<file path="config.mk">
export PLATFORM = sky130hd
export DESIGN_NAME = glyph_quad_packet_builder_top
export DESIGN_NICKNAME = d
export VERILOG_FILES = /design/src/rtl/gqpb_pkg.sv /design/src/rtl/glyph_quad_packet_builder_top.sv
export SDC_FILE = /design/constraint.sdc
export NUM_CORES = 1
export LEC_CHECK = 0
export ABC_CLOCK_PERIOD_IN_PS = 13180
export BUFFER_PORTS_ARGS = -buffer_cell sky130_fd_sc_hd__buf_4
export CORE_MARGIN = 1
export CORE_UTILIZATION = 26
export CTS_BUF_LIST = sky130_fd_sc_hd__clkbuf_4 sky130_fd_sc_hd__clkbuf_8
export DETAILED_ROUTE_END_ITERATION = 16
export PLACE_DENSITY = 0.52
export SETUP_SLACK_MARGIN = 0.5
export SLEW_MARGIN = 10
export SYNTH_ARGS = -nofsm -noshare
export SYNTH_HDL_FRONTEND = slang
export SYNTH_SLANG_ARGS = --single-unit
</file>
<file path="constraint.sdc">
create_clock -name clock -period 13.18 [get_ports clock]
set_input_delay 1.977 -clock clock [delete_from_list [all_inputs] [get_ports clock]]
set_output_delay 1.977 -clock clock [all_outputs]
set_load 0.1 [all_outputs]
</file>
<file path="src/rtl/gqpb_pkg.sv">
// shared types and constants for the glyph quad packet builder
// no dependencies

package gqpb_pkg;

   localparam logic [1:0] OP_BEGIN = 2'd0;
   localparam logic [1:0] OP_CHAR  = 2'd1;
   localparam logic [1:0] OP_END   = 2'd2;

   localparam logic [2:0] REG_TEX_U_BASE     = 3'd0;
   localparam logic [2:0] REG_TEX_V_BASE     = 3'd1;
   localparam logic [2:0] REG_CLUT_WORD      = 3'd2;
   localparam logic [2:0] REG_PAGE_WORD      = 3'd3;
   localparam logic [2:0] REG_QUAD_COLOR     = 3'd4;
   localparam logic [2:0] REG_SPACE_ADVANCE  = 3'd5;
   localparam logic [2:0] REG_PACKET_BASE    = 3'd6;
   localparam logic [2:0] REG_LIST_HEAD_INIT = 3'd7;

   localparam logic [31:0] LINK_CODE           = 32'h0900_0000;
   localparam logic [31:0] QUAD_CODE           = 32'h2e00_0000;
   localparam logic [31:0] PACKET_BYTES        = 32'd40;
   localparam logic [7:0]  SPACE_ADVANCE_RESET = 8'd8;
   localparam logic [3:0]  LAST_SLOT           = 4'd9;
   localparam int          CSR_INDEX_W         = 3;
   localparam int          CSR_DATA_W          = 32;

   typedef struct packed {
      logic [1:0]        op;
      logic [15:0]       start_x;
      logic [15:0]       start_y;
      logic              is_space;
      logic              glyph_found;
      logic [7:0]        glyph_width;
      logic [7:0]        glyph_height;
      logic [7:0]        glyph_u;
      logic [7:0]        glyph_v;
      logic signed [7:0] glyph_advance;
      logic signed [7:0] offset_x;
      logic signed [7:0] offset_y;
   } req_type;

   typedef struct packed {
      logic        kind;
      logic [3:0]  word_slot;
      logic [31:0] word_address;
      logic [31:0] word_data;
      logic        last;
   } rsp_type;

   // one pending packet (or byte total) waiting to be streamed out
   typedef struct packed {
      logic        is_end;
      logic [3:0]  slot;
      logic [31:0] base;
      logic [31:0] link;
      logic [15:0] left;
      logic [15:0] right;
      logic [15:0] top;
      logic [15:0] bottom;
      logic [7:0]  u0;
      logic [7:0]  u1;
      logic [7:0]  v0;
      logic [7:0]  v1;
   } pkt_type;

endpackage

</file>
<file path="src/rtl/glyph_quad_packet_builder_top.sv">
// glyph quad packet builder: pen and list state, packet register, word streamer
// depends on gqpb_pkg
//
// a request word is captured in the pending packet register, its result words then
// in the output word register: ten packet words for a found glyph, one per cycle
// unless rsp_ready stalls, one byte total word for an end word, none for the rest
// reset: synchronous, clears pen and count, loads registers and list state to defaults

module glyph_quad_packet_builder_top (
   input  logic                                  clock,
   input  logic                                  reset,
   input  logic                                  req_valid,
   output logic                                  req_ready,
   input  gqpb_pkg::req_type                     req_word,
   output logic                                  rsp_valid,
   input  logic                                  rsp_ready,
   output gqpb_pkg::rsp_type                     rsp_word,
   input  logic                                  csr_write,
   input  logic [gqpb_pkg::CSR_INDEX_W-1:0]      csr_index,
   input  logic [gqpb_pkg::CSR_DATA_W-1:0]       csr_wdata
);
   import gqpb_pkg::*;

   logic [7:0]  tex_u_base_ff, tex_u_base_in;
   logic [7:0]  tex_v_base_ff, tex_v_base_in;
   logic [15:0] clut_word_ff, clut_word_in;
   logic [15:0] page_word_ff, page_word_in;
   logic [23:0] quad_color_ff, quad_color_in;
   logic [7:0]  space_advance_ff, space_advance_in;
   logic [31:0] packet_base_ff, packet_base_in;
   logic [23:0] list_head_init_ff, list_head_init_in;

   logic [15:0] pen_x_ff, pen_x_in;
   logic [15:0] pen_y_ff, pen_y_in;
   logic [15:0] glyphs_ff, glyphs_in;
   logic [31:0] next_addr_ff, next_addr_in;
   logic [31:0] list_head_ff, list_head_in;

   logic        pend_valid_ff, pend_valid_in;
   pkt_type     pend_ff, pend_in;
   logic        rsp_valid_ff, rsp_valid_in;
   rsp_type     rsp_ff, rsp_in;

   logic        pend_move;
   logic        pend_done;
   logic        req_fire;
   logic [15:0] xs, ys;
   logic [7:0]  us, vs;
   logic [31:0] total;
   logic [31:0] word_data;

   assign pend_move = pend_valid_ff && (!rsp_valid_ff || rsp_ready);
   assign pend_done = pend_move && (pend_ff.is_end || pend_ff.slot == LAST_SLOT);
   assign req_ready = !pend_valid_ff || pend_done;
   assign req_fire  = req_valid && req_ready;

   assign xs    = pen_x_ff + {{8{req_word.offset_x[7]}}, req_word.offset_x};
   assign ys    = pen_y_ff + {{8{req_word.offset_y[7]}}, req_word.offset_y};
   assign us    = tex_u_base_ff + req_word.glyph_u;
   assign vs    = tex_v_base_ff + req_word.glyph_v;
   assign total = {11'd0, glyphs_ff, 5'd0} + {13'd0, glyphs_ff, 3'd0};

   // packet word for the current slot
   always_comb begin
      case (pend_ff.slot)
         4'd0: word_data = pend_ff.link | LINK_CODE;
         4'd1: word_data = {8'd0, quad_color_ff} | QUAD_CODE;
         4'd2: word_data = {pend_ff.top | {16{pend_ff.left[15]}}, pend_ff.left};
         4'd3: word_data = {clut_word_ff, pend_ff.v0, pend_ff.u0};
         4'd4: word_data = {pend_ff.top | {16{pend_ff.right[15]}}, pend_ff.right};
         4'd5: word_data = {page_word_ff, pend_ff.v0, pend_ff.u1};
         4'd6: word_data = {pend_ff.bottom | {16{pend_ff.left[15]}}, pend_ff.left};
         4'd7: word_data = {16'd0, pend_ff.v1, pend_ff.u0};
         4'd8: word_data = {pend_ff.bottom | {16{pend_ff.right[15]}}, pend_ff.right};
         4'd9: word_data = {16'd0, pend_ff.v1, pend_ff.u1};
         default: word_data = '0;
      endcase
   end

   always_comb begin
      tex_u_base_in     = tex_u_base_ff;
      tex_v_base_in     = tex_v_base_ff;
      clut_word_in      = clut_word_ff;
      page_word_in      = page_word_ff;
      quad_color_in     = quad_color_ff;
      space_advance_in  = space_advance_ff;
      packet_base_in    = packet_base_ff;
      list_head_init_in = list_head_init_ff;
      pen_x_in          = pen_x_ff;
      pen_y_in          = pen_y_ff;
      glyphs_in         = glyphs_ff;
      next_addr_in      = next_addr_ff;
      list_head_in      = list_head_ff;
      pend_valid_in     = pend_valid_ff;
      pend_in           = pend_ff;
      rsp_valid_in      = rsp_valid_ff;
      rsp_in            = rsp_ff;

      // stream out the pending packet
      if (pend_move) begin
         rsp_valid_in = 1'b1;
         if (pend_ff.is_end) begin
            rsp_in.kind         = 1'b1;
            rsp_in.word_slot    = 4'd0;
            rsp_in.word_address = '0;
            rsp_in.word_data    = pend_ff.link;
            rsp_in.last         = 1'b1;
         end else begin
            rsp_in.kind         = 1'b0;
            rsp_in.word_slot    = pend_ff.slot;
            rsp_in.word_address = pend_ff.base + {26'd0, pend_ff.slot, 2'b00};
            rsp_in.word_data    = word_data;
            rsp_in.last         = (pend_ff.slot == LAST_SLOT);
         end
         pend_in.slot = pend_ff.slot + 4'd1;
         if (pend_done) begin
            pend_valid_in = 1'b0;
         end
      end else if (rsp_ready) begin
         rsp_valid_in = 1'b0;
      end

      if (req_fire) begin
         case (req_word.op)
            OP_BEGIN: begin
               pen_x_in  = req_word.start_x;
               pen_y_in  = req_word.start_y;
               glyphs_in = '0;
            end
            OP_CHAR: begin
               if (req_word.is_space) begin
                  pen_x_in = pen_x_ff + {{8{space_advance_ff[7]}}, space_advance_ff};
               end else if (req_word.glyph_found) begin
                  pend_valid_in  = 1'b1;
                  pend_in.is_end = 1'b0;
                  pend_in.slot   = '0;
                  pend_in.base   = next_addr_ff;
                  pend_in.link   = list_head_ff;
                  pend_in.left   = xs;
                  pend_in.right  = xs + {8'd0, req_word.glyph_width};
                  pend_in.top    = ys;
                  pend_in.bottom = ys + {8'd0, req_word.glyph_height};
                  pend_in.u0     = us;
                  pend_in.u1     = us + req_word.glyph_width;
                  pend_in.v0     = vs;
                  pend_in.v1     = vs + req_word.glyph_height;
                  list_head_in   = next_addr_ff;
                  next_addr_in   = next_addr_ff + PACKET_BYTES;
                  pen_x_in       = pen_x_ff
                                 + {{8{req_word.glyph_advance[7]}}, req_word.glyph_advance};
                  glyphs_in      = glyphs_ff + 16'd1;
               end
            end
            OP_END: begin
               pend_valid_in  = 1'b1;
               pend_in.is_end = 1'b1;
               pend_in.slot   = '0;
               pend_in.link   = total;
            end
            default: begin
            end
         endcase
      end

      if (csr_write) begin
         case (csr_index)
            REG_TEX_U_BASE:     tex_u_base_in    = csr_wdata[7:0];
            REG_TEX_V_BASE:     tex_v_base_in    = csr_wdata[7:0];
            REG_CLUT_WORD:      clut_word_in     = csr_wdata[15:0];
            REG_PAGE_WORD:      page_word_in     = csr_wdata[15:0];
            REG_QUAD_COLOR:     quad_color_in    = csr_wdata[23:0];
            REG_SPACE_ADVANCE:  space_advance_in = csr_wdata[7:0];
            REG_PACKET_BASE: begin
               packet_base_in = csr_wdata;
               next_addr_in   = csr_wdata;
            end
            REG_LIST_HEAD_INIT: begin
               list_head_init_in = csr_wdata[23:0];
               list_head_in      = {8'd0, csr_wdata[23:0]};
            end
            default: begin
            end
         endcase
      end
   end

   always_ff @(posedge clock) begin
      if (reset) begin
         tex_u_base_ff     <= '0;
         tex_v_base_ff     <= '0;
         clut_word_ff      <= '0;
         page_word_ff      <= '0;
         quad_color_ff     <= '0;
         space_advance_ff  <= SPACE_ADVANCE_RESET;
         packet_base_ff    <= '0;
         list_head_init_ff <= '0;
         pen_x_ff          <= '0;
         pen_y_ff          <= '0;
         glyphs_ff         <= '0;
         next_addr_ff      <= '0;
         list_head_ff      <= '0;
         pend_valid_ff     <= 1'b0;
         rsp_valid_ff      <= 1'b0;
      end else begin
         tex_u_base_ff     <= tex_u_base_in;
         tex_v_base_ff     <= tex_v_base_in;
         clut_word_ff      <= clut_word_in;
         page_word_ff      <= page_word_in;
         quad_color_ff     <= quad_color_in;
         space_advance_ff  <= space_advance_in;
         packet_base_ff    <= packet_base_in;
         list_head_init_ff <= list_head_init_in;
         pen_x_ff          <= pen_x_in;
         pen_y_ff          <= pen_y_in;
         glyphs_ff         <= glyphs_in;
         next_addr_ff      <= next_addr_in;
         list_head_ff      <= list_head_in;
         pend_valid_ff     <= pend_valid_in;
         rsp_valid_ff      <= rsp_valid_in;
      end
   end

   always_ff @(posedge clock) begin
      pend_ff <= pend_in;
      rsp_ff  <= rsp_in;
   end

   assign rsp_valid = rsp_valid_ff;
   assign rsp_word  = rsp_ff;

`ifndef SYNTHESIS
   a_slot_range: assert property (@(posedge clock) disable iff (reset)
      pend_valid_ff |-> (pend_ff.slot <= LAST_SLOT))
      else $error("pending slot out of range");

   a_no_overwrite: assert property (@(posedge clock) disable iff (reset)
      (req_fire && pend_valid_ff) |-> pend_done)
      else $error("pending packet overwritten");

   a_end_shape: assert property (@(posedge clock) disable iff (reset)
      (rsp_valid_ff && rsp_ff.kind) |-> (rsp_ff.last && rsp_ff.word_slot == 4'd0))
      else $error("byte total word malformed");

   a_glyph_advance: assert property (@(posedge clock) disable iff (reset)
      (req_fire && req_word.op == OP_CHAR && !req_word.is_space && req_word.glyph_found
       && !csr_write) |=> (list_head_ff == $past(next_addr_ff)))
      else $error("list head not linked to packet");
`endif

endmodule

</file>
==> results.py <==
metrics = {
    "pwr": {
        "vdd_ir_drop_max_mv": 0.0568,
        "p_leak_uw": 0.00985,
        "power_per_cell_area_nw_per_um2": 127,
        "power.total_uw": 3370,
    },
    "critical_path": {
        "rrSetupSlack_ps": 9120,
        "cp.required_ps": 11200,
        "worstRegToRegCells": 11,
        "start_kind": "input pin",
        "worstPathArrival_ps": 3040,
        "end_kind": "output pin",
        "critical_path_class": "in -> out",
        "r2r_start": "pend_ff[161]$_DFF_P_",
        "cp_max_fo": 5,
        "r2r_end": "next_addr_ff[8]$_SDFF_PP0_",
    },
    "synth": {
        "synthesis.nets": 2539,
        "synth_seq_cells": 429,
        "syn_area_per_cell_um2": 9.71,
        "ys_seq_area_share_pct": 49.3,
        "syn_area_um2": 22100,
        "async_reset_ff_share_pct": 0,
        "ys_types": 68,
        "netlist_instances": 2278,
        "synth-edff-count": 231,
        "yosysWarnings": 0,
        "ys_dominant_reg_cell": "edfxtp_1",
    },
    "drt": {
        "ant_nets": 0,
        "wirelength_mm": 70.3,
        "drt_iter0_markers": 1395,
        "viasPerCell": 4.81,
        "drc": 0,
        "first_pass_iters": 6,
        "num_vias": 17700,
        "avgRoutedWirePerCell_um": 19.1,
    },
    "timing": {
        "fin_skew_ps": 41.0,
        "grt_setup_unrepaired": "false",
        "setup_tns_ps": 0,
        "fin_crit_ps": 5020,
        "worst_slack_ps": 8160,
        "hold_violations": 0,
        "fin_crit_sh_pct": 38.1,
        "report.final.slew_viol_count": 0,
        "fmax_mhz": 199,
        "tightest_slew_ps": 1150,
        "setup_viol": 0,
        "max_slew_margin_pct": 23.1,
    },
    "grt": {
        "grt_pass1_wl_mm": 105,
        "antenna_found_initial": 3,
        "overflow": 0,
        "grt_pass1_vias": 16900,
        "gr-usage-all-layers_pct": 16.1,
        "grt_max_degree": 107,
    },
    "floorplan": {
        "io_pins": 204,
        "die_area_um2": 86200,
        "die_x_um": 294,
        "core_um2": 84000,
        "fp-row-count": 106,
        "start_util_pct": 26.3,
        "die_y_um": 294,
    },
    "min_path": {
        "worstHoldStart": "clut_word_ff[4]$_SDFFE_PP0P_",
        "hold_end": "clut_word_ff[4]$_SDFFE_PP0P_",
        "hp-class": "reg -> reg",
        "whs_path_depth": 2,
    },
    "final_layout": {
        "post-route-util_pct": 31.7,
        "nets": 2738,
        "syn_to_final_growth_pct": 20.4,
        "drive_gt1_share_pct": 15.9,
        "n_fill_cell": 8754,
    },
    "run": {
        "drv_cap": 0,
    },
    "clocking": {
        "cts-root-buf": "clkbuf_8",
        "h-tree-depth": 3,
        "hold_buffers": 0,
        "tritoncts": "yes",
        "cts_setup_buffers": 0,
        "clock_sinks": 429,
        "cts_buffers": 82,
        "ctsResizeCount": 0,
        "cts.reportedPaths.clkPinSlew_ps": 60,
        "clk_latency_ps": 680,
        "clockBufferDepth": 3,
    },
    "placed_design": {
        "pre_cts_ws_ps": 7530,
        "dpl.hpwl_mm": 50.9,
        "gp_congestion": 0.850,
        "port_buffers": 203,
    },
    "run_status": {
        "outcome": "completed",
    },
}
==> how the worst max path moves through the flow <==
stage                 start               endpoint  slack (ps)  depth (start not counted)
6_report          rsp_ready              req_ready        8160                          5
5_1_grt         req_word[8]  pend_ff[79]$_DFFE_PP_        7950                         17
4_1_cts           rsp_ready              req_ready        8220                          5
3_5_place_dp    req_word[8]  pend_ff[79]$_DFFE_PP_        7530                         17
3_3_place_gp    req_word[8]  pend_ff[79]$_DFFE_PP_        7550                         17
2_1_floorplan  req_word[91]   pend_ff[0]$_DFFE_PP_        5930                          7
==> power by group <==
part / internal [uW] / switching, uW / leakage (uW)
Clock: 817 / 612 / 0.000959
Sequential: 1460 / 25.2 / 0.00369
Combinational: 170 / 287 / 0.00520
Total: 2450 / 924 / 0.00985
==> per-layer routing <==
layer,track usage [%],up-vias,wire (um)
met5,0,-,18
met4,4.97,4,1620
met3,2.79,102,4010
met2,25.7,535,32200
met1,22.1,8424,32500
li1,-,8647,-
==> logic make-up after synthesis <==
group	count (synthesis)	share of synthesized area (%)
and+or+nand+nor	774	15.6
DFF	429	49.3
AOI/OAI and AO/OA	585	16.9
muxes	25	1.18
buffers and inverters	178	3.06
adders and majority gates	129	7.67
xor gates and xnor gates	158	6.26
==> worst max-delay path, cell delays in order <==
cell      delay (ps)
buf_4            100
nand2b_1         230
o21ai_2          190
nand2_1          230
buf_4            300
==> cells in the final DEF, fill, tap and decap left out, types with 30 or more instances in the layout <==
master / instances
nand2_1: 368
edfxtp_1: 231
buf_4: 225
dfxtp_1: 198
a21oi_1: 193
nor2_1: 183
o21ai_0: 119
ha_1: 118
clkbuf_8: 97
xnor2_1: 96
inv_1: 66
xor2_1: 62
a211oi_1: 47
nand3_1: 41
and3_1: 35
a21o_1: 34
a311oi_1: 31
nor3_1: 30
==> through the flow <==
stage               hold WS [ps]  instances  area (um2)
global route                 469       3681       26600
CTS                          453       3680       26600
finish                       452       3681       26600
floorplan                    430       2278       22100
detailed placement           446       3527       24800
global placement             442       3527       24800
==> layout make-up <==
| type | count | area, um2 | share of cell area (%) |
|---|---|---|---|
| tap | 1134 | 1420 | 5.33 |
| clock buffer | 126 | 1550 | 5.83 |
| multi-input combinational | 1671 | 10600 | 39.7 |
| inverter | 67 | 256 | 0.963 |
| timing repair buffer | 226 | 1700 | 6.39 |
| sequential | 429 | 10900 | 40.9 |
| antenna | 1 | 2.50 | 0.00940 |
| clock inverter | 27 | 239 | 0.897 |
==> sequential cells by signal, indices dropped and copies added (netlist names), 24 cells and up <==
register,count
quad_color_ff,24
list_head_ff,32
next_addr_ff,32
pend_ff,165
rsp_word,70
==> synthesized netlist by cell type, types with 4 or more instances <==
cell	number	area [um2]
a221oi_1	13	114
nand2_1	368	1380
or3_1	11	68.8
a22o_1	25	219
nor2_1	183	687
clkbuf_2	5	25.0
xnor2_1	96	841
edfxtp_1	231	6940
a31o_2	5	43.8
a2111oi_0	5	43.8
a21o_1	34	255
nor3_1	31	155
a222oi_1	8	80.1
a32oi_1	6	52.6
nor2b_1	24	150
dfxtp_1	198	3960
and4_1	6	52.6
o21a_1	16	120
o31ai_1	8	60.1
mux2i_1	16	160
ha_1	118	1480
a31oi_1	16	100
and2_1	11	68.8
nand3_1	42	210
inv_1	67	251
o21ai_0	119	596
nand4_1	20	125
and3_1	35	219
a21oi_1	193	966
mux2_2	9	101
nand2b_1	15	93.8
o211ai_1	5	37.5
buf_1	4	15.0
clkbuf_1	100	375
nor4_1	7	43.8
xor2_1	62	543
a211oi_1	48	360
fa_1	11	220
a311oi_1	31	272
a22oi_1	19	143
or2_2	4	25.0
o21bai_1	16	120
Power figures use the tool's default switching activity.
